`src/hw/rtl/atbrm_pkg.sv`:
```
// shared types, constants and helpers of the block run mapper
package atbrm_pkg;

    localparam int LIST_DEPTH_DEF    = 32;
    localparam int TABLE_ENTRIES_DEF = 192;

    localparam int BLOCK_W    = 16;
    localparam int PAGE_W     = 18;
    localparam int IDX_W      = 8;
    localparam int MODE_W     = 9;
    localparam int KIND_W     = 2;
    localparam int EXP_W      = 5;
    localparam int LEN_W      = 6;
    localparam int LIMIT_W    = 6;
    localparam int CFG_IDX_W  = 2;
    localparam int CFG_DATA_W = 18;

    localparam logic [KIND_W-1:0] KIND_ENTRY = 2'd0;
    localparam logic [KIND_W-1:0] KIND_FILL  = 2'd1;
    localparam logic [KIND_W-1:0] KIND_FAIL  = 2'd2;

    localparam logic [CFG_IDX_W-1:0] REG_BASE_PAGE  = 2'd0;
    localparam logic [CFG_IDX_W-1:0] REG_LIST_LIMIT = 2'd1;

    localparam logic [MODE_W-1:0] MODE_FIRST = 9'h130;
    localparam logic [MODE_W-1:0] MODE_BASE  = 9'h030;

    localparam logic [EXP_W-1:0]     EXP_MAX       = 5'd17;
    localparam logic [PAGE_W-1:0]    BASE_PAGE_RST = 18'd1;
    localparam logic [LIMIT_W-1:0]   LIMIT_RST     = 6'd32;

    // one step of the run walk: compare a stored block with its successor
    typedef struct packed {
        logic [BLOCK_W-1:0] prev;
        logic [BLOCK_W-1:0] cur;
        logic [LEN_W-1:0]   len;
        logic [EXP_W-1:0]   e;
        logic [EXP_W-1:0]   maxe;
        logic               more;
    } step_in_t;

    typedef struct packed {
        logic             go;
        logic [LEN_W-1:0] len;
        logic [EXP_W-1:0] e;
    } step_out_t;

    // trailing zero count of a page, saturating at 17
    function automatic logic [EXP_W-1:0] align_exp(input logic [PAGE_W-1:0] page);
        logic [EXP_W-1:0] e;
        e = EXP_MAX;
        for (int k = 16; k >= 0; k--)
        begin
            if (page[k])
            begin
                e = EXP_W'(k);
            end
        end
        return e;
    endfunction

endpackage

```
`src/hw/rtl/atbrm_step.sv`:
```
// shared run-walk unit: successor compare, run length and size exponent update
module atbrm_step
    import atbrm_pkg::*;
(
    input  step_in_t  step_i,
    output step_out_t step_o
);

    logic             chain;
    logic             go;
    logic [LEN_W:0]   len_nx;
    logic [LEN_W:0]   mask;

    assign chain  = ({1'b0, step_i.prev} + 17'd1) == {1'b0, step_i.cur};
    assign go     = step_i.more && (step_i.e < step_i.maxe) && chain;
    assign len_nx = {1'b0, step_i.len} + (LEN_W+1)'(1);
    // low e+1 bits of the new length all zero: run doubled
    assign mask   = ({{(LEN_W-1){1'b0}}, 2'b10} << step_i.e) - (LEN_W+1)'(1);

    always_comb
    begin
        step_o.go  = go;
        step_o.len = go ? len_nx[LEN_W-1:0] : step_i.len;
        step_o.e   = (go && ((len_nx & mask) == '0)) ? step_i.e + EXP_W'(1) : step_i.e;
    end

endmodule

```
`config.mk`:
```
export PLATFORM = sky130hd
export DESIGN_NAME = atbrm_step
export DESIGN_NICKNAME = d
export VERILOG_FILES = /design/src/hw/rtl/atbrm_pkg.sv /design/src/hw/rtl/atbrm_step.sv
export SDC_FILE = /design/constraint.sdc
export NUM_CORES = 1
export LEC_CHECK = 0
export ABC_AREA = 1
export BUFFER_PORTS_ARGS = -buffer_cell sky130_fd_sc_hd__clkbuf_2
export CAP_MARGIN = 20
export CORE_ASPECT_RATIO = 1.25
export CORE_MARGIN = 4
export CORE_UTILIZATION = 47
export DETAILED_ROUTE_END_ITERATION = 8
export PLACE_DENSITY_LB_ADDON = 0.1
export REMOVE_ABC_BUFFERS = 1
export SLEW_MARGIN = 20
export SYNTH_ARGS = -nofsm -noshare
export SYNTH_HDL_FRONTEND = slang
export SYNTH_SLANG_ARGS = --single-unit
export TNS_END_PERCENT = 10
```
`constraint.sdc`:
```
create_clock -name vclk -period 1.65
set_input_delay 0.0825 -clock vclk [all_inputs]
set_output_delay 0.0825 -clock vclk [all_outputs]
set_load 0.03 [all_outputs]
```
==> results of run 1 <==
==> cell usage in the layout (no fill, tap or decap), types with 2 or more instances in the layout <==
| cell type | instances |
|---|---|
| nand3_1 | 17 |
| ha_4 | 2 |
| xor2_1 | 10 |
| nand3_2 | 4 |
| ha_1 | 4 |
| clkbuf_2 | 45 |
| nor2_1 | 25 |
| ha_2 | 2 |
| nand3b_1 | 4 |
| buf_6 | 3 |
| or2_2 | 4 |
| o21bai_4 | 2 |
| buf_8 | 10 |
| inv_2 | 4 |
| nand2_2 | 22 |
| inv_1 | 39 |
| xnor2_1 | 9 |
| o21ai_1 | 2 |
| nor2_4 | 12 |
| nand2_1 | 104 |
| nand3_4 | 2 |
| nand2_4 | 5 |
| buf_4 | 35 |
| nor2_2 | 6 |
| nand4_1 | 14 |
==> through the flow <==
step,worst slack [ns],power (uW)
2_1_floorplan,-0.0273,266
3_3_place_gp,-0.241,462
3_5_place_dp,-0.336,470
4_1_cts,-0.106,519
5_1_grt,-0.222,632
6_report,-0.137,575
==> what timing repair did <==
action	in CTS	in global routing
endpoints found under the setup margin	12	12
pin swaps	16	40
resized for setup	41	66
setup buffers	3	1
gates cloned	0	0
==> worst min-delay path by stage <==
stage | endpoint | slack [ns] | cells past startpoint
floorplan | step_o[0] | 0.39 | 2
global placement | step_o[6] | 0.53 | 4
detailed placement | step_o[6] | 0.54 | 4
CTS | step_o[6] | 0.53 | 4
global route | step_o[9] | 0.55 | 4
finish | step_o[6] | 0.52 | 4
==> cell type report <==
cell class | count | area (um^2) | area share
Tap cell | 36 | 45.0 | 0.0183
Inverter | 45 | 179 | 0.0727
Timing Repair Buffer | 94 | 679 | 0.276
Multi-Input combinational cell | 257 | 1560 | 0.633
==> routing by layer <==
metal  up-vias  wire length, um  global-route usage
li1       1129                -                   -
met1       972             1950               0.241
met2        69             2710               0.430
met3        17              257              0.0126
met4         0              187              0.0428
met5         -                0                   0
==> worst max-delay path: cells and delay by family <==
family / cells / cell delay (ns)
buf+inv: 4 / 0.50
simple gates: 9 / 1.11
==> report_power, final <==
part / switching [uW] / internal, uW
combinational: 314 / 262
clock: 0 / 0
sequential: 0 / 0
==> cell families (layout without fill, tap and decap cells) <==
group,count (synthesis),after routing,synth area share
xor+xnor,20,20,0.123
buf+inv,49,139,0.128
simple gates,221,221,0.645
fa+ha+maj,8,8,0.0654
compound gates,8,8,0.0376
==> out/metrics.yaml, run 1 <==
max_freq_ghz: 0.560
post-route-period-util: 1.08
setup_tns_ns: -1.02
start_util: 0.505
fill_cells: 222
dpl_cell_area_um2: 2070
grt_overflow: 0
start_kind: "primary input"
holdWs_ns: 0.516
die_h_um: 71.8
finalNonFillerCells: 432
netlist_instances: 306
vias: 2187
clockBufferCount: 0
max_cap_viol_count: 0
grt_max_degree: 9
path_class: "primary input to output pin"
finish.utilization: 0.813
slowest_stage: "nor2_1"
syn_to_final_growth_pct: 60.9
place_inst: 428
layout-drive-gt1-share: 0.407
die_area_um2: 4240
core_um2: 3030
antenna_cells: 0
relSlewSlack: 0.737
grt_pass1_wl_um: 7710
rsz0062_at_grt: "yes"
violations: "setup timing"
grt_pass1_vias: 1993
fin_nets: 455
drt_iter0_markers: 127
hold_path.class: "primary input to output pin"
portBuffers: 61
crit_end: "step_o[4]"
hold_buffers: 0
worstSetupStartpoint: "step_i[7]"
yosys.area.top_type_share: 0.314
slew_violations: 0
firstDrtPassIters: 4
synthMostInstantiatedCell: "nand2_1"
drt-total-wl_um: 5100
yosys-top-cells-area: "nand2_1 (31%), inv_1 (10%), nor2_1 (8.6%)"
viasPerCell: 5.06
synth_common_cells: "nand2_1 (128), inv_1 (42), nor2_1 (35)"
antenna_left: 0
syn_avg_cell_area_um2: 5.00
required_ns: 1.57
cp_max_fo: 6
p_leak_uw: 0.00139
cp.arrival_ns: 1.70
end_kind: "output pin"
ios: 61
worstMarginPinSlew_ns: 0.392
cpPeakStageDelay_ns: 0.20
hold_violations: 0
layout_setup_ws_ns: -0.137
hp-start: "step_i[12]"
outcome: "finished, violations left"
ff_latch_area_um2: 0
antenna_found_initial: 0
postLayoutCellArea_um2: 2460
syn_area_um2: 1530
ir_worst_vdd_mv: 0.156
grt_usage: 0.216
die_w_um: 59.0
flops_and_latches: 0
setup_viol: 12
synth-seq-area-share: 0
final.min_clock_period_ns: 1.79
dp_hpwl_um: 3840
p_per_area_nw_per_um2: 234
path_cells: "buf_4 > buf_4 > inv_1 > nand2_1 > nor2_1 > nand4_1 > nand3_1 > nand3_2 > nor2_4 > nand3_4 > nand2_2 > nand2_2 > buf_8"
yosys_warnings: 0
wl_per_cell_um: 11.8
drc: 0
synth_cell_types: 28
gp_congestion: 1.02
synth_top_cell_by_area: "nand2_1"
rows: 22
No activity file was read; power rests on OpenSTA's default activity.
==> run 2, diff against run 1 <==
--- a/config.mk
+++ b/config.mk
@@ -5,13 +5,14 @@
 export SDC_FILE = /design/constraint.sdc
 export NUM_CORES = 1
 export LEC_CHECK = 0
-export ABC_AREA = 1
+export ABC_AREA = 0
 export BUFFER_PORTS_ARGS = -buffer_cell sky130_fd_sc_hd__clkbuf_2
 export CAP_MARGIN = 20
 export CORE_ASPECT_RATIO = 1.25
 export CORE_MARGIN = 4
-export CORE_UTILIZATION = 47
+export CORE_UTILIZATION = 44
 export DETAILED_ROUTE_END_ITERATION = 8
+export MAX_ROUTING_LAYER = met4
 export PLACE_DENSITY_LB_ADDON = 0.1
 export REMOVE_ABC_BUFFERS = 1
 export SLEW_MARGIN = 20
==> out/metrics.yaml, run 2 <==
outcome: "finished, violations left"  # unchanged
violations: "setup timing"  # unchanged
dp_hpwl_um: 3430  # was 3840 um
crit_family: "compound AO/OA/AOI/OAI gates"  # was simple AND/OR/NAND/NOR gates
gp_congestion: 0.873  # was 1.02
hold_path.class: "primary input to output pin"  # unchanged
cp.arrival_ns: 2.17  # was 1.70 ns
firstDrtPassIters: 4  # unchanged
max_cap_viol_count: 0  # unchanged
layout_setup_ws_ns: -0.603  # was -0.137 ns
p_per_area_nw_per_um2: 242  # was 234 nW/um^2
fill_cells: 170  # was 222
start_util: 0.468  # was 0.505
syn_to_final_growth_pct: 82.3  # was 60.9%
clockBufferCount: 0  # unchanged
slew_violations: 0  # unchanged
viasPerCell: 5.52  # was 5.06
place_inst: 294  # was 428
yosys_warnings: 0  # unchanged
layout_common_cells: "buf_4 (58), clkbuf_2 (40), xnor2_1 (18)"  # was nand2_1 (104), clkbuf_2 (45), inv_1 (39)
synth_common_cells: "xnor2_1 (19), nand2_1 (13), nand3_1 (13)"  # was nand2_1 (128), inv_1 (42), nor2_1 (35)
yosys.area.top_type_share: 0.144  # was 0.314
rsz0062_at_grt: "yes"  # unchanged
slowest_stage: "a2111oi_4"  # was nor2_1
final_common_cell: "buf_4"  # was nand2_1
met2_wirelength_um: 2520  # was 2710 um
wirelength_met1_um: 1520  # was 1950 um
fin_nets: 323  # was 455
synthSimpleGateAreaFrac: 0.367  # was 0.645
required_ns: 1.57  # about the same
setup_viol: 12  # unchanged
synth_compound_area_frac: 0.232  # was 0.0376
ir_worst_vdd_mv: 0.157  # was 0.156 mV
post-route-period-util: 1.37  # was 1.08
wl_met3_um: 164  # was 257 um
finalNonFillerCells: 297  # was 432
syn_avg_cell_area_um2: 7.29  # was 5.00 um^2
synth_fa_ha_area_frac: 0.0864  # was 0.0654
synthXorXnorAreaFrac: 0.234  # was 0.123
die_h_um: 65.4  # was 71.8 um
synth_top_family_by_area: "simple AND/OR/NAND/NOR gates"  # unchanged
cpPeakStageDelay_ns: 0.38  # was 0.20 ns
drc: 0  # unchanged
relSlewSlack: 0.752  # was 0.737
top_layer: "met4"  # unchanged
die_area_um2: 3520  # was 4240 um^2
rows: 20  # was 22
antenna_left: 0  # unchanged
path_class: "primary input to output pin"  # unchanged
yosys-top-cells-area: "xnor2_1 (14%), xor2_1 (9.1%), ha_1 (8.6%)"  # was nand2_1 (31%), inv_1 (10%), nor2_1 (8.6%)
start_kind: "primary input"  # unchanged
end_kind: "output pin"  # unchanged
synth_cell_types: 53  # was 28
wl_per_cell_um: 14.6  # was 11.8 um
netlist_instances: 159  # was 306
grt_pass1_vias: 1664  # was 1,993
ff_latch_area_um2: 0  # unchanged
synthMostInstantiatedCell: "xnor2_1"  # was nand2_1
multiInputGateArea_um2: 1220  # was 1560 um^2
hold_violations: 0  # unchanged
synth_mux_area_frac: 0.0227  # was 0
layout-drive-gt1-share: 0.534  # was 0.407
max_freq_ghz: 0.444  # was 0.560 GHz
core_um2: 2480  # was 3030 um^2
antenna_found_initial: 0  # unchanged
synth_top_cell_by_area: "xnor2_1"  # was nand2_1
die_w_um: 53.9  # was 59.0 um
setup_tns_ns: -6.32  # was -1.02 ns
hold_buffers: 0  # unchanged
portBuffers: 61  # unchanged
grt_max_degree: 9  # unchanged
synth-seq-area-share: 0  # unchanged
syn_area_um2: 1160  # was 1530 um^2
drt_iter0_markers: 58  # was 127
crit_buf_inv: 2  # was 4
grt_overflow: 0  # unchanged
drt-total-wl_um: 4330  # was 5100 um
grt_pass1_wl_um: 6750  # was 7710 um
grt_usage: 0.252  # was 0.216
worstMarginPinSlew_ns: 0.372  # was 0.392 ns
antenna_cells: 0  # unchanged
flops_and_latches: 0  # unchanged
path_cells: "buf_8 > ha_4 > a22o_1 > a311o_1 > o41ai_4 > o22ai_2 > a2111oi_4 > nand3_2 > nor2_2 > xor2_1 > buf_4"  # was buf_4 > buf_4 > inv_1 > nand2_1 > nor2_1 > nand4_1 > nand3_1 > nand3_2 > nor2_4 > nand3_4 > nand2_2 > nand2_2 > buf_8
cp_max_fo: 4  # was 6
final.min_clock_period_ns: 2.25  # was 1.79 ns
ios: 61  # unchanged
p_leak_uw: 0.000997  # was 0.00139 uW
vias: 1639  # was 2,187
-- run 2: cell count changes after synthesis, moves of 5 or more --
cell / previous run / this run
and3_1: 0 / 5
inv_1: 42 / 10
nand2_1: 128 / 13
nand3_1: 21 / 13
nand4_1: 14 / 4
nor2_1: 35 / 8
xnor2_1: 9 / 19
-- run 2: logic make-up after synthesis --
group / count (synthesis)
and+or+nand+nor: 72
AOI/OAI and AO/OA: 31
xor gates and xnor gates: 31
buffers and inverters: 15
adders and majority gates: 8
muxes: 2
-- run 2: per-layer routing --
layer  vias to the layer above  track usage
met5                         -            -
met4                         0       0.0671
met3                        14       0.0204
met2                        53        0.526
met1                       768        0.223
li1                        804            -
-- run 2: timing repair --
action                                  CTS  global route
buffers inserted                          3             0
endpoints found under the setup margin   12            12
pin swaps                                10            14
gates resized for setup                  34            39
-- run 2: stage by stage --
stage	power (uW)	utilization	area (um^2)	hold WS [ns]	setup WS, ns
3_3_place_gp	425	0.735	1820	0.518	-0.690
2_1_floorplan	205	-	1130	0.341	-0.806
5_1_grt	554	0.853	2110	0.522	-0.696
6_report	510	0.853	2110	0.516	-0.603
4_1_cts	477	0.814	2020	0.524	-0.597
3_5_place_dp	438	0.735	1820	0.525	-0.905
-- run 2: worst paths after layout --
check	start	to	slack, ns	cells after the start
max	step_i[33]	step_o[3]	-0.60	11
min	step_i[15]	step_o[9]	0.52	3
-- run 2: cell type report --
type / count / area share
Multi-Input combinational cell: 144 / 0.578
Timing Repair Buffer: 110 / 0.383
Tap cell: 33 / 0.0195
Inverter: 10 / 0.0190
-- run 2: power breakdown --
group / switching, uW / internal (uW)
Combinational: 247 / 263
Clock: 0 / 0
Sequential: 0 / 0
