**src/hw/rtl/atbrm_pkg.sv**
```systemverilog
// shared types, constants and helpers of the block run mapper
package atbrm_pkg;

    localparam int LIST_DEPTH_DEF    = 32;
    localparam int TABLE_ENTRIES_DEF = 192;

    localparam int BLOCK_W    = 16;
    localparam int PAGE_W     = 18;
    localparam int IDX_W      = 8;
    localparam int MODE_W     = 9;
    localparam int KIND_W     = 2;
    localparam int EXP_W      = 5;
    localparam int LEN_W      = 6;
    localparam int LIMIT_W    = 6;
    localparam int CFG_IDX_W  = 2;
    localparam int CFG_DATA_W = 18;

    localparam logic [KIND_W-1:0] KIND_ENTRY = 2'd0;
    localparam logic [KIND_W-1:0] KIND_FILL  = 2'd1;
    localparam logic [KIND_W-1:0] KIND_FAIL  = 2'd2;

    localparam logic [CFG_IDX_W-1:0] REG_BASE_PAGE  = 2'd0;
    localparam logic [CFG_IDX_W-1:0] REG_LIST_LIMIT = 2'd1;

    localparam logic [MODE_W-1:0] MODE_FIRST = 9'h130;
    localparam logic [MODE_W-1:0] MODE_BASE  = 9'h030;

    localparam logic [EXP_W-1:0]     EXP_MAX       = 5'd17;
    localparam logic [PAGE_W-1:0]    BASE_PAGE_RST = 18'd1;
    localparam logic [LIMIT_W-1:0]   LIMIT_RST     = 6'd32;

    // one step of the run walk: compare a stored block with its successor
    typedef struct packed {
        logic [BLOCK_W-1:0] prev;
        logic [BLOCK_W-1:0] cur;
        logic [LEN_W-1:0]   len;
        logic [EXP_W-1:0]   e;
        logic [EXP_W-1:0]   maxe;
        logic               more;
    } step_in_t;

    typedef struct packed {
        logic             go;
        logic [LEN_W-1:0] len;
        logic [EXP_W-1:0] e;
    } step_out_t;

    // trailing zero count of a page, saturating at 17
    function automatic logic [EXP_W-1:0] align_exp(input logic [PAGE_W-1:0] page);
        logic [EXP_W-1:0] e;
        e = EXP_MAX;
        for (int k = 16; k >= 0; k--)
        begin
            if (page[k])
            begin
                e = EXP_W'(k);
            end
        end
        return e;
    endfunction

endpackage

```
**src/hw/rtl/atbrm_store.sv**
```systemverilog
// block list buffer: one write port, one registered read port
module atbrm_store
    import atbrm_pkg::*;
#(
    parameter int DEPTH = LIST_DEPTH_DEF,
    parameter int AW    = $clog2(DEPTH)
)
(
    input  logic               clk,
    input  logic               wr_en,
    input  logic [AW-1:0]      wr_addr,
    input  logic [BLOCK_W-1:0] wr_data,
    input  logic [AW-1:0]      rd_addr,
    output logic [BLOCK_W-1:0] rd_data
);

    logic [BLOCK_W-1:0] mem [DEPTH];
    logic [BLOCK_W-1:0] rd_data_reg;

    always_ff @(posedge clk)
    begin
        if (wr_en)
        begin
            mem[wr_addr] <= wr_data;
        end
        rd_data_reg <= mem[rd_addr];
    end

    assign rd_data = rd_data_reg;

endmodule

```
**config.mk**
```make
export PLATFORM = sky130hd
export DESIGN_NAME = atbrm_store
export DESIGN_NICKNAME = d
export VERILOG_FILES = /design/src/hw/rtl/atbrm_pkg.sv /design/src/hw/rtl/atbrm_store.sv
export SDC_FILE = /design/constraint.sdc
export NUM_CORES = 1
export LEC_CHECK = 0
export ABC_AREA = 1
export BUFFER_PORTS_ARGS = -buffer_cell sky130_fd_sc_hd__buf_2
export CAP_MARGIN = 15
export CELL_PAD_IN_SITES_DETAIL_PLACEMENT = 1
export CELL_PAD_IN_SITES_GLOBAL_PLACEMENT = 1
export CORE_MARGIN = 4
export CORE_UTILIZATION = 55
export DETAILED_ROUTE_END_ITERATION = 8
export GPL_ROUTABILITY_DRIVEN = 0
export GPL_TIMING_DRIVEN = 1
export PLACE_DENSITY = 0.95
export SYNTH_ARGS = -nofsm -noshare
export SYNTH_HDL_FRONTEND = slang
export SYNTH_SLANG_ARGS = --single-unit
```
**constraint.sdc**
```tcl
create_clock -name clk -period 2.6 [get_ports clk]
set_input_delay 0.26 -clock clk [delete_from_list [all_inputs] [get_ports clk]]
set_output_delay 0.26 -clock clk [all_outputs]
set_load 0.005 [all_outputs]
```
==> results of run 1 <==
## stage by stage
| stage | power [W] | hold WS (ns) | cell area, um^2 | utilization, % | std cells |
|---|---|---|---|---|---|
| final | 0.01782 | 0.2037 | 23510 | 61.99 | 2393 |
| after global routing | 0.01825 | 0.2072 | 23510 | 61.98 | 2392 |
| after CTS | 0.01778 | 0.1693 | 23510 | 61.97 | 2391 |
| after detailed placement | 0.01083 | 0.6535 | 21990 | 57.97 | 2295 |
| after global placement | 0.01072 | 0.6391 | 21990 | 57.97 | 2295 |
| after floorplan | 0.01033 | 0.3589 | 21300 | - | 1794 |
## placed cells by master (no fill, tap or decap)
cell       count
nand2_1      720
edfxtp_1     512
nand3_1      396
clkbuf_16     53
buf_4         43
buf_2         41
nor2_1        30
clkbuf_1      17
clkinv_1      16
dfxtp_1       16
buf_12        13
inv_1          7
clkinv_2       7
inv_6          3
diode_2        2
nor2_2         2
clkbuf_8       2
inv_4          1
inv_2          1
## area by class of cell
cell class / count / area [um^2] / share of cell area [%]
Clock buffer: 71 / 1404 / 5.971
Multi-Input combinational cell: 1148 / 4810 / 20.46
Clock inverter: 25 / 112.6 / 0.4789
Tap cell: 511 / 639.4 / 2.719
Inverter: 10 / 45.04 / 0.1916
Antenna cell: 2 / 5.005 / 0.02129
Sequential cell: 528 / 15700 / 66.75
Timing Repair Buffer: 98 / 802.0 / 3.411
## worst reg2reg max path: cells and delay by family (launching register included)
kind             cells  cell delay (ns)
AND/OR/NAND/NOR      8             0.88
flip-flops           1             0.41
## routing by layer
| metal | up-vias | track usage (%) | routed length (um) |
|---|---|---|---|
| met5 | - | 0 | 30 |
| met4 | 6 | 19.36 | 4641 |
| met3 | 370 | 8.010 | 8127 |
| met2 | 1214 | 57.45 | 35350 |
| met1 | 7712 | 42.49 | 24060 |
| li1 | 6336 | - | - |
## power breakdown
group          leakage, nW  internal (W)  switching (W)  total [W]
clock network        0.742       0.00377        0.00332    0.00708
logic                 3.22      0.000289       0.000930    0.00122
registers             4.75       0.00946      0.0000577    0.00952
total                 8.71        0.0135        0.00430     0.0178
## cell families (layout without fill, tap and decap cells)
kind of cell / after synthesis / in the layout / share of synthesized area [%]
other cells: 0 / 2 / 0
simple gates: 1148 / 1148 / 22.56
flops: 528 / 528 / 73.68
buf+inv: 118 / 204 / 3.765
## how the worst min path moves through the flow
stage,startpoint,endpoint,slack [ns],cells after the start
finish,wr_data[4],mem[24][4],0.20,1
global route,wr_data[3],mem[23][3],0.21,1
CTS,wr_data[3],mem[23][3],0.17,1
detailed placement,rd_data[4],rd_data[4],0.65,1
global placement,rd_data[15],rd_data[15],0.64,1
floorplan,wr_data[0],mem[0][0],0.36,0
==> run metrics, run 1 <==
max FFs per register=512; DRC Markers=0; PortBufs=43; Seq/Total Area, Yosys=73.68%; synth cell count leaders=nand2_1, edfxtp_1, nand3_1; Clk pin slew, worst setup/hold paths=roughly 0.07 ns; Max transition margin=between 40 and 50%; Synth Area per Inst=11.87 um^2; FF+latch count, synth=around 530; syn_nets=between 1,500 and 2,000; Post-DP HPWL=38.85 mm; CTS tree=yes; die width=204.8 um; run status=finished clean; CP max stage cell=dfxtp_1; clock skew=around 0.033 ns; via count=15,640; largest area contributor in the netlist=edfxtp_1; Max Slew Vio Count=0; initial antenna violation count=5; wire per inst=between 30 and 40 um; final worst setup slack=1.034 ns; Setup WS pre-CTS=0.5915 ns; mapped cell area=21,300 um^2; critical path's top delay family=flip-flops; clk_lat worst skew=roughly 0.62 ns; number of post-CTS setup repair buffers=0; critical path launch point type=flop; DRT iter0 DRCs=~2,400; Core Region=about 38,000 um^2; crit path to=rd_data[9]; clk sink count=528; Fin Setup TNS=0 ns; MaxCap Viol Count=0; share of cells above drive strength 1=8.830%; Num CTS Buffers=52; Area Growth Syn to Fin=10.38%; die height=204.8 um; worst r2r src=mem[17][13]; drt via density=around 6.5; Synth async-reset ratio=0%; global-route wire length before repair=106.3 mm; prevailing post-synth register cell=edfxtp_1; clock tree root buffer cell=clkbuf_16; Worst-Margin Slew=slightly below 0.9 ns; vias in the first global route=between 15,000 and 20,000; Worst path max stage delay=0.49 ns; r2r setup slk=roughly 1.2 ns; Setup Viol. Count Final=0; Total Wirelength=between 70 and 80 mm; leakage power=slightly below 9 nW; WP data required=between 2 and 2.5 ns; top post-synthesis cells by area=edfxtp_1, nand2_1, nand3_1; crit path from=rd_data[9]; most common cell in the netlist=nand2_1; fill count=approximately 3,800; crit end category=output port; unrepaired setup endpoints after global routing=false; hold buffers post-CTS=0; CP arrival=between 1 and 1.5 ns; Post-synth EDFFs=just over 500; fin crit share=about 60%; row count=just over 70; nets@finish=~1,900; crit path cell chain=buf_2; Hold Fails Final Rpt=0; WP buf/inv=1; Fmax=around 0.64 GHz; die area=41,940 um^2; cells on worst reg2reg path=8; largest net degree at the start of global routing=129; post-synth top area share=72.18%; min cycle time layout=1.566 ns; Max Root-Sink Buffers=3; io pins=44; Critical Path Fanout Max=1; number of library cell types mapped by synthesis=15; Crit. path cell count=1; post-route ant nets=0; pwr/cell area=about 760 nW/um^2; CP Class=reg2out; Ys Warns=0; maximum VDD drop=0.6187 mV; Post-CTS Resized=0; CTS HTree Levels=2; 1st-pass router iterations=6; Initial Util=about 56%; Post-Syn Instances=between 1,500 and 2,000; reg2reg end=rd_data[13]; worst min path class=in2reg; total congestion overflow=0; total track usage=34.72%
Note: power is estimated with default switching activity, not from simulation.
==> run 2, diff against run 1 <==
--- a/config.mk
+++ b/config.mk
@@ -11,11 +11,11 @@
 export CELL_PAD_IN_SITES_DETAIL_PLACEMENT = 1
 export CELL_PAD_IN_SITES_GLOBAL_PLACEMENT = 1
 export CORE_MARGIN = 4
-export CORE_UTILIZATION = 55
+export CORE_UTILIZATION = 51
 export DETAILED_ROUTE_END_ITERATION = 8
 export GPL_ROUTABILITY_DRIVEN = 0
 export GPL_TIMING_DRIVEN = 1
-export PLACE_DENSITY = 0.95
+export PLACE_DENSITY = 0.9
 export SYNTH_ARGS = -nofsm -noshare
 export SYNTH_HDL_FRONTEND = slang
 export SYNTH_SLANG_ARGS = --single-unit
==> constraint.sdc (replaced) <==
create_clock -name clk -period 1.6 [get_ports clk]
set_input_delay 0.16 -clock clk [delete_from_list [all_inputs] [get_ports clk]]
set_output_delay 0.16 -clock clk [all_outputs]
set_load 0.005 [all_outputs]
==> run metrics, run 2 (synthesis results as in run 1) <==
run status=finished clean; unrepaired setup endpoints after global routing=false; die height=212.4 um (+3.7%); Setup WS pre-CTS=-0.1154 ns (-0.7068 ns); MaxCap Viol Count=0 (unchanged); maximum VDD drop=1.092 mV (+76%); Setup Viol. Count Final=0 (unchanged); final core occ=59.91% (-2.1 points); Hold Fails Final Rpt=0 (unchanged); net switching power=0.006928 W (+61%); Total Wirelength=70.01 mm (-3.0%); DRT iter0 DRCs=2,024 (-15%); die area=45,100 um^2 (+7.5%); CP arrival=1.29 ns (-0.02 ns); die width=212.4 um (+3.7%); clk_lat worst skew=0.60 ns (-0.02 ns); final worst setup slack=0.1470 ns (-0.8871 ns); Post-CTS Resized=0 (unchanged); power share of the clock group=42.3% (+2.6 points); Core Region=41,020 um^2 (+8.1%); io pins=44 (unchanged); Reg power frac=50.7% (-2.7 points); fin crit share=~90%; 1st-pass router iterations=6 (unchanged); Post-DP HPWL=41.25 mm (+6.2%); Internal=0.02363 W (+75%); wire per inst=28.50 um (-5.5%); critical path launch point type=flop; Design Area, Final=24,570 um^2 (+4.5%); CTS tree=yes; clock skew=0.01468 ns (-0.01842 ns); logic gate share of total power=7.0% (+0.2 points); CP max stage cell=dfxtp_1; largest net degree at the start of global routing=62 (-52%); total track usage=31.31% (-3.4 points); clock tree root buffer cell=clkbuf_16; most frequent cells in the layout=nand2_1, edfxtp_1, nand3_1; number of post-CTS setup repair buffers=0 (unchanged); initial antenna violation count=5 (unchanged); hold buffers post-CTS=0 (unchanged); clk sink count=528 (unchanged); drt via density=6.275 (-4.0%); DRC Markers=0 (unchanged); Cell Area, Placed=22,790 um^2 (+3.6%); Area Growth Syn to Fin=15.37%; Net Sw Frac=22.67% (-1.5 points); CP Class=reg2out; Max Root-Sink Buffers=3 (unchanged); Critical Path Fanout Max=2 (+1); Worst path max stage delay=0.51 ns (+0.02 ns); crit path cell chain=buf_2; Worst-Margin Slew=0.8360 ns (-0.05432 ns); WP buf/inv=1 (unchanged); nets@finish=1,907 (+2.2%); via count=15,410 (-1.5%); Num CTS Buffers=52 (unchanged); share of cells above drive strength 1=11.40% (+2.6 points); total congestion overflow=0 (unchanged); crit end category=output port; vias in the first global route=16,540 (-1.2%); Initial Util=51.93% (-4.2 points); global-route wire length before repair=104.0 mm (-2.1%); WP data required=1.44 ns (-0.90 ns); max FFs per register=512 (unchanged); Max Slew Vio Count=0 (unchanged); Clk pin slew, worst setup/hold paths=0.07 ns (about the same); Final Hold Slack=0.04184 ns (-0.1619 ns); PortBufs=43 (unchanged); row count=74 (+4.2%); pwr/cell area=1243 nW/um^2 (+64%); commonest non-fill, non-tap cell in the layout=nand2_1; post-route ant nets=0 (unchanged); critical path's top delay family=flip-flops; Max transition margin=44.26% (+3.6 points); leakage power=9.169 nW (+5.3%); worst min path class=in2reg; Fmax=between 0.6 and 0.7 GHz; min cycle time layout=about 1.5 ns; CTS HTree Levels=2 (unchanged)
-- run 2: worst paths after layout --
path	start	endpoint	slack, ns	cells after the start
max reg2reg	mem[16][15]	rd_data[15]	0.16	8
min reg2reg	mem[10][15]	rd_data[15]	0.79	8
max	rd_data[14]	rd_data[14]	0.15	1
min	wr_data[7]	mem[16][7]	0.04	1
-- run 2: per-stage QoR --
step                power [W]  cells  setup TNS (ns)
finish                0.03055   2456               0
floorplan             0.01678   1794               0
global route          0.03141   2454               0
detailed placement    0.01780   2357         -0.3132
CTS                   0.03058   2453               0
global placement      0.01764   2357               0
-- run 2: area by class of cell --
| class | count | area (um^2) |
|---|---|---|
| fillers | 4071 | 16440 |
| flip-flops and latches | 528 | 15700 |
| multi-input cells | 1148 | 4805 |
| repair buffers | 139 | 1583 |
| clock buffers | 61 | 1356 |
| well taps | 532 | 665.6 |
| clock inverters | 35 | 417.9 |
| inverters | 10 | 45.04 |
| diodes | 3 | 7.507 |
-- run 2: power by group through the flow --
stage	clock network [W]	registers [W]	logic, W
after floorplan	0	0.0157	0.00107
after global routing	0.0137	0.0155	0.00227
final	0.0129	0.0155	0.00214
after global placement	0	0.0157	0.00189
after detailed placement	0	0.0158	0.00204
after CTS	0.0130	0.0155	0.00210
-- run 2: metal layers --
metal,part of all wire (%),GRT usage [%],vias to the layer above
met2,50,53.36,983
met4,5.4,14.84,2
li1,-,-,6432
met3,8.9,5.548,257
met1,35,39.22,7737
met5,0.017,0,-
==> run 3, diff against run 2 <==
--- a/config.mk
+++ b/config.mk
@@ -14,7 +14,7 @@
 export CORE_UTILIZATION = 51
 export DETAILED_ROUTE_END_ITERATION = 8
 export GPL_ROUTABILITY_DRIVEN = 0
-export GPL_TIMING_DRIVEN = 1
+export GPL_TIMING_DRIVEN = 0
 export PLACE_DENSITY = 0.9
 export SYNTH_ARGS = -nofsm -noshare
 export SYNTH_HDL_FRONTEND = slang
==> run metrics, run 3 (synthesis results as in run 1) <==
die width=212.4 um (unchanged); wire per inst=30.42 um (+6.7%); most frequent cells in the layout=nand2_1, edfxtp_1, nand3_1; commonest non-fill, non-tap cell in the layout=nand2_1; vias in the first global route=16,820 (+1.7%); nets@finish=1,942 (+1.8%); CTS tree=yes; DRC Markers=0 (unchanged); leakage power=8.984 nW (-2.0%); clock skew=0.02488 ns (+0.01020 ns); Total Wirelength=75.63 mm (+8.0%); MaxCap Viol Count=0 (unchanged); via count=15,910 (+3.2%); unrepaired setup endpoints after global routing=false; 1st-pass router iterations=6 (unchanged); Worst-Margin Slew=1.140 ns (+0.3043 ns); critical path launch point type=input pin; total congestion overflow=0 (unchanged); min cycle time layout=1.582 ns (+0.1292 ns); maximum VDD drop=0.8400 mV (-23%); initial antenna violation count=5 (unchanged); row count=74 (unchanged); Core Region=41,020 um^2 (unchanged); Setup Viol. Count Final=0 (unchanged); total power=0.02902 W (-5.0%); Initial Util=51.93% (unchanged); clock tree root buffer cell=clkbuf_16; DRT iter0 DRCs=2,613 (+29%); number of post-CTS setup repair buffers=0 (unchanged); post-route ant nets=0 (unchanged); clk sink count=528 (unchanged); WP data required=1.81 ns (+0.37 ns); Max Slew Vio Count=0 (unchanged); Hold Fails Final Rpt=0 (unchanged); die area=45,100 um^2 (unchanged); global-route wire length before repair=110.3 mm (+6.0%); run status=finished clean; Fmax=0.6320 GHz (-8.2%); final core occ=58.92% (-0.99 points); Critical Path Fanout Max=16 (+14); CP arrival=1.79 ns (+0.50 ns); io pins=44 (unchanged); Max Root-Sink Buffers=3 (unchanged); CTS HTree Levels=2 (unchanged); die height=212.4 um (unchanged); Post-DP HPWL=48.23 mm (+17%); largest net degree at the start of global routing=33 (-47%); CP Class=in2reg; hold buffers post-CTS=0 (unchanged); pwr/cell area=1201 nW/um^2 (-3.4%); Clk pin slew, worst setup/hold paths=0.07 ns (about the same); crit end category=flop; drt via density=6.400 (+2.0%); share of cells above drive strength 1=12.90% (+1.5 points); worst min path class=in2reg; max FFs per register=512 (unchanged); PortBufs=40 (-7.0%); fin crit share=98.89% (+8.1 points); Area Growth Syn to Fin=13.46%; clk_lat worst skew=0.61 ns (about the same); total track usage=33.71% (+2.4 points); Num CTS Buffers=51 (-1.9%); Max transition margin=23.89% (-20 points)
run 3: changes by cell type in the layout (fill, tap and decap cells not counted), moves of 23 or more:
cell / before / now
buf_12: 51 / 1
buf_6: 1 / 24
nor2_1: 32 / 0
buf_2: 41 / 72
nor2_2: 0 / 32
clkbuf_1: 8 / 34
buf_8: 0 / 26
run 3: routing by layer:
layer  vias up  GRT usage (%)  wire length (um)
met1      7784          42.70             26070
li1       6482              -                 -
met4         4          17.99              5307
met5         -              0                39
met3       373          8.558              9089
met2      1267          54.03             35130
run 3: through the flow:
| stage | hold slack [ns] | TNS (ns) | cells | setup slack, ns | cell area [um^2] |
|---|---|---|---|---|---|
| after floorplan | 0.2589 | 0 | 1794 | 0.05722 | 21300 |
| after CTS | 0.06727 | 0 | 2485 | 0.03970 | 24160 |
| final | 0.09302 | 0 | 2486 | 0.01776 | 24170 |
| after detailed placement | 0.5427 | -108.90 | 2393 | -0.5361 | 22680 |
| after global placement | 0.5403 | -397.54 | 2366 | -0.8561 | 22170 |
| after global routing | 0.1040 | 0 | 2485 | 0.00005673 | 24170 |
run 3: power by group:
group	internal [W]	switching, W	total [W]
clock	0.00603	0.00524	0.0113
sequential	0.0154	0.0000629	0.0154
combinational	0.000558	0.00176	0.00232
total	0.0220	0.00706	0.0290
run 3: worst paths after layout:
check | startpoint | end | slack [ns] | depth (start not counted)
worst max register to register | mem[21][3] | rd_data[3] | 0.06 | 8
worst min-delay path | rd_addr[4] | rd_data[4] | 0.09 | 3
worst max-delay path | wr_addr[0] | mem[26][13] | 0.02 | 4
worst min register to register | mem[24][8] | rd_data[8] | 0.95 | 8
run 3: critical path, cell delays in order:
cell and delay (ns):
buf_2 0.14, inv_1 0.08, nand3_1 0.36, nor2_2 1.02
run 3: layout make-up:
class	count	area, um^2
Antenna cell	1	2.502
Buffer	108	764.5
Clock buffer	68	1340
Clock inverter	24	142.6
Fill cell	4177	16850
Inverter	10	42.54
Multi-Input combinational cell	1148	4885
Sequential cell	528	15700
Tap cell	532	665.6
Timing Repair Buffer	67	630.6
run 3: what timing repair did:
action,CTS,global route
setup endpoints to repair,0,3
endpoints found under the hold margin,0,0
gates resized for setup,0,5
